<file path="src/mrps_pkg.sv">
// ----------------------------------------------------------------------------
// mrps_pkg : shared types and constants of the mean reverting step unit
// request and result formats, method codes, fixed-point constants and the
// latencies of the pipelined arithmetic units
// ----------------------------------------------------------------------------
package mrps_pkg;

    // request of one transition
    typedef struct packed {
        logic signed [31:0] current_value;
        logic        [23:0] time_step;
        logic signed [15:0] noise_main;
        logic signed [15:0] noise_aux;
    } req_t;

    // result of one transition
    typedef struct packed {
        logic signed [31:0] next_value;
        logic               saturated;
    } rsp_t;

    // update method codes, code 3 behaves as exact
    typedef enum logic [1:0] {
        METHOD_EXACT   = 2'd0,
        METHOD_MIXTURE = 2'd1,
        METHOD_EULER   = 2'd2
    } method_t;

    // configuration register indexes
    typedef enum logic [1:0] {
        REG_LONG_RUN_MEAN       = 2'd0,
        REG_STATIONARY_VARIANCE = 2'd1,
        REG_REVERSION_RATE      = 2'd2,
        REG_UPDATE_METHOD       = 2'd3
    } reg_index_t;

    localparam int unsigned VALUE_FRAC_BITS_DEFAULT = 16;

    // fixed-point constants
    localparam logic [32:0] ONE_Q32   = 33'h1_0000_0000;
    localparam logic [30:0] LOG2E_Q30 = 31'd1549082005;
    localparam logic [31:0] LN2_Q32   = 32'd2977044472;
    localparam logic [29:0] X_CAP_Q24 = 30'h2000_0000;
    localparam logic [38:0] EM1_CAP   = 39'h7F_FFFF_FFFF;

    // arithmetic unit sizes and latencies
    localparam int unsigned EXP_TERMS = 12;
    localparam int unsigned LAT_EXP   = 3 * EXP_TERMS + 3;
    localparam int unsigned DIV_BITS  = 48;
    localparam int unsigned LAT_DIV   = DIV_BITS + 2;
    localparam int unsigned SQRT_BITS = 32;
    localparam int unsigned LAT_SQRT  = SQRT_BITS;

endpackage

</file>
<file path="src/mrps_sqrt.sv">
// ----------------------------------------------------------------------------
// mrps_sqrt : pipelined integer square root
// floor(sqrt(v)) of a 64-bit value, one root bit per stage
// ----------------------------------------------------------------------------
module mrps_sqrt (
    input  logic        clk,
    input  logic        rst_n,
    input  logic        in_valid,
    input  logic [63:0] v_in,
    output logic        out_valid,
    output logic [31:0] root_out
);

    localparam int unsigned BITS = mrps_pkg::SQRT_BITS;

    logic [33:0] rem_reg  [BITS];
    logic [31:0] root_reg [BITS];
    logic [63:0] vs_reg   [BITS];
    logic        v_reg    [BITS];

    for (genvar i = 0; i < BITS; i++)
    begin : g_bit
        logic [33:0] rem_in;
        logic [31:0] root_in;
        logic [63:0] vs_in;
        logic        vld_in;
        logic [35:0] t;
        logic [35:0] trial;
        logic [35:0] t_sub;
        logic        ge;

        if (i == 0)
        begin : g_first
            assign rem_in  = '0;
            assign root_in = '0;
            assign vs_in   = v_in;
            assign vld_in  = in_valid;
        end
        else
        begin : g_rest
            assign rem_in  = rem_reg[i-1];
            assign root_in = root_reg[i-1];
            assign vs_in   = vs_reg[i-1];
            assign vld_in  = v_reg[i-1];
        end

        // bring down two radicand bits, try 4*root + 1
        assign t     = {rem_in, vs_in[63:62]};
        assign trial = {2'b00, root_in, 2'b01};
        assign ge    = (t >= trial);
        assign t_sub = t - trial;

        always_ff @(posedge clk)
        begin
            rem_reg[i]  <= ge ? t_sub[33:0] : t[33:0];
            root_reg[i] <= {root_in[30:0], ge};
            vs_reg[i]   <= {vs_in[61:0], 2'b00};
        end

        always_ff @(posedge clk or negedge rst_n)
        begin
            if (!rst_n)
                v_reg[i] <= 1'b0;
            else
                v_reg[i] <= vld_in;
        end
    end

    assign root_out  = root_reg[BITS-1];
    assign out_valid = v_reg[BITS-1];

endmodule

</file>
<file path="config.mk">
export PLATFORM = sky130hd
export DESIGN_NAME = mrps_sqrt
export DESIGN_NICKNAME = d
export VERILOG_FILES = /design/src/mrps_pkg.sv /design/src/mrps_sqrt.sv
export SDC_FILE = /design/constraint.sdc
export NUM_CORES = 2
export LEC_CHECK = 0
export BUFFER_PORTS_ARGS = -buffer_cell sky130_fd_sc_hd__buf_2
export CORE_ASPECT_RATIO = 0.5
export CORE_MARGIN = 1.5
export CORE_UTILIZATION = 45
export DETAILED_ROUTE_END_ITERATION = 10
export PLACE_DENSITY_LB_ADDON = 0.2
export SLEW_MARGIN = 25
export SYNTH_ARGS = -nofsm -noshare
export SYNTH_HDL_FRONTEND = slang
export SYNTH_MEMORY_MAX_BITS = 65536
export SYNTH_SLANG_ARGS = --single-unit
</file>
<file path="constraint.sdc">
create_clock -name clk -period 11.5 [get_ports clk]
set_input_delay 2.3 -clock clk [delete_from_list [all_inputs] [get_ports clk]]
set_output_delay 2.3 -clock clk [all_outputs]
set_load 0.02 [all_outputs]
</file>
==> impl_metrics.json <==
{
  "vias": 61600,
  "drtPass1Iterations": 6,
  "async_flop_share_pct": 1.25,
  "numCtsBuffers": 219,
  "largest_register_ffs": 1003,
  "grt_max_degree": 61,
  "synth_compound_area_share_pct": 12.5,
  "fin_crit_ps": 4260,
  "grt_usage_pct": 17.6,
  "finalClockSkew_ps": 72.1,
  "hpwl_um": 142000,
  "die_h_um": 325,
  "rows": 117,
  "synthMuxAreaShare_pct": 0.843,
  "crit_chain": "ha_1 > nor2b_1 > o31a_1 > o311ai_0 > o21a_1 > o21ai_0 > a31oi_1 > o21a_1 > buf_4 > inv_1 > o311ai_0 > o21ai_0",
  "ctsResizeCount": 0,
  "slew_headroom_pct": 28.7,
  "cts_tree": "yes",
  "root_buffer": "clkbuf_16",
  "path_buf_inv": 2,
  "wl_per_cell_um": 15.3,
  "peakVddDrop_v": 0.000126,
  "required_ps": 12200,
  "finalPower_w": 0.0225,
  "worstReg2RegEnd": "rem_reg[1][430]",
  "powerDensity_nw_per_um2": 216,
  "post_cts_buffers": 0,
  "grt_pass1_wl_um": 305000,
  "crit_path_end": "rem_reg[1][430]",
  "port_buffers": 99,
  "drc_errors": 0,
  "viasPerCell": 5.04,
  "layout.nets": 9936,
  "die_w_um": 647,
  "grt_pass1_vias": 59000,
  "tightest_slew_ps": 1060,
  "finalHoldWorstSlack_ps": 293,
  "antenna_cells": 0,
  "yosys_warnings": 0,
  "critPathMaxFanout": 36,
  "coreArea_um2": 205000,
  "ys_top_cells_by_area": "dfxtp_1 54%, ha_1 7.5%, xnor2_1 3.9%, xor2_1 3.7%, inv_1 2.9%",
  "cts_hold_buf": 0,
  "grt_overflow": 0,
  "ant_nets": 0,
  "mappedNetlistArea_um2": 93200,
  "rsz0062_at_grt": "no",
  "start_util_pct": 45.5,
  "maxCapViolCount": 0,
  "synth_area_per_cell_um2": 10.2,
  "cp-end-kind": "flop",
  "startpoint": "rem_reg[1][374]",
  "fin_setup_tns_ps": 0,
  "yosys.area_share.adder_pct": 7.55,
  "worst_path_max_delay_cell": "o311ai_0",
  "period_share_pct": 37.0,
  "synth_top_family_by_area": "simple AND/OR/NAND/NOR gates",
  "wl_um": 188000,
  "die_area_um2": 210000,
  "outcome": "finished, final reports clean",
  "clock-sinks": 2555,
  "ys_seq_area_share_pct": 55.1,
  "timing.rr.start": "rem_reg[1][374]",
  "io_pins": 100,
  "drive_gt1_share_pct": 6.62,
  "fmax_mhz": 235,
  "worstSetupPathDepth": 12,
  "hold_viol": 0,
  "reg2regPathDepth": 12,
  "synth_top_area_share_pct": 54.2,
  "clkTransAtPathRegs_ps": 70,
  "regToRegSetupSlack_ps": 7240,
  "dr.first_iter.drc_count": 3863,
  "hp-class": "flop to flop",
  "synth_seq_cells": 2555,
  "yosys.area.top_type": "dfxtp_1",
  "syn-num-nets": 9785,
  "postSynthCellCount": 9156,
  "clk_path_buf_depth": 4,
  "slew_violations": 0,
  "synth-edff-count": 0,
  "ys.flop_type": "dfxtp_1",
  "clock_latency_ps": 860,
  "finalSetupViolCount": 0,
  "synthSimpleGateAreaFrac_pct": 12.6,
  "cts_max_level": 4,
  "synth.distinct_cells": 83,
  "crit_family": "compound AO/OA/AOI/OAI gates",
  "syn_to_final_growth_pct": 11.8,
  "critPathMaxStageDelay_ps": 780,
  "hp-start": "vs_reg[26][59]",
  "startpoint_type": "flop",
  "antenna_found_initial": 3,
  "synthXorXnorAreaFrac_pct": 7.66,
  "power_leakage_nw": 48.3,
  "critical_path_arrival_ps": 4960,
  "crit_type": "flop to flop",
  "globalplace.congestion": 0.884
}
power breakdown:
part / internal (W) / total (W) / switching (W)
registers: 0.0103 / 0.0114 / 0.00108
clock network: 0.00434 / 0.00761 / 0.00327
logic: 0.00157 / 0.00351 / 0.00194
synth_stat cells, drive strengths merged, types with 104 or more instances:
cell	n
nand3	153
inv	732
o21a	108
xor2	399
nor4	128
a21oi	501
o21ai	504
ha	562
nand2	670
xnor2	416
nor3	238
a21o	233
clkbuf	177
nand2b	125
nor2	490
nand4	104
dfxtp	2523
metal layers:
metal  up-vias  wire [um]  part of all wire (%)  GRT usage, %
met3       319       7820                   4.2          2.67
met2      1060      84200                    45          29.0
met4         0       4730                   2.5          4.78
li1      31700          -                     -             -
met5         -          0                     0             0
met1     28600      90800                    48          24.1
cells in the final DEF, fill, tap and decap left out, types with 33 or more instances in the layout:
cell type  netlist  layout
mux2_2          52      52
clkbuf_16        0     222
o21ai_0        502     502
nor2b_1         78      78
xor2_1         399     399
clkbuf_8         0      36
a31oi_1         55      53
clkinv_2         0      33
o21a_1         108     108
a211oi_1        54      53
a21oi_1        501     499
inv_1          732     731
or2_2           43      43
or4_1           73      73
nand3_1        153     153
nor4_1         127     126
nand2_1        670     670
o31ai_1         77      76
dfxtp_1       2523    2523
ha_1           562     562
buf_2            3      99
xnor2_1        416     416
nor2_1         489     488
nand4_1        104     104
and3_1          49      49
o21bai_1        59      59
a21o_1         233     233
nor3_1         238     237
nand2b_1       125     125
or3_1           83      83
worst min path at each step:
stage	end	cells past startpoint
floorplan	vs_reg[10][20]	0
global placement	vs_reg[3][17]	0
detailed placement	vs_reg[10][24]	0
CTS	vs_reg[27][61]	0
global route	vs_reg[27][61]	0
finish	vs_reg[27][61]	0
area by class of cell:
class | instances | area [um2]
fillers | 18500 | 100000
flip-flops and latches | 2555 | 51300
multi-input cells | 5675 | 38500
clock buffers | 290 | 6170
well taps | 2737 | 3420
inverters | 734 | 2760
clock inverters | 108 | 1340
repair buffers | 122 | 668
stage by stage:
| step | setup slack (ps) | cells | util [%] | area (um2) |
|---|---|---|---|---|
| after floorplan | 7870 | 9156 | - | 93200 |
| after global placement | 7380 | 11800 | 47.2 | 96700 |
| final | 7240 | 12200 | 50.9 | 104000 |
| after CTS | 7270 | 12200 | 50.9 | 104000 |
| after detailed placement | 7320 | 11800 | 47.2 | 96700 |
| after global routing | 6820 | 12200 | 50.9 | 104000 |
cells by family (layout without fill, tap and decap cells):
logic type                 count (synthesis)  count (layout)
DFF                                     2555            2555
and+or+nand+nor                         2369            2369
AOI/OAI and AO/OA                       1856            1856
buffers and inverters                    926            1254
xor gates and xnor gates                 815             815
adders and majority gates                562             562
muxes                                     72              72
other                                      1               1
No activity file was read; power rests on OpenSTA's default activity.
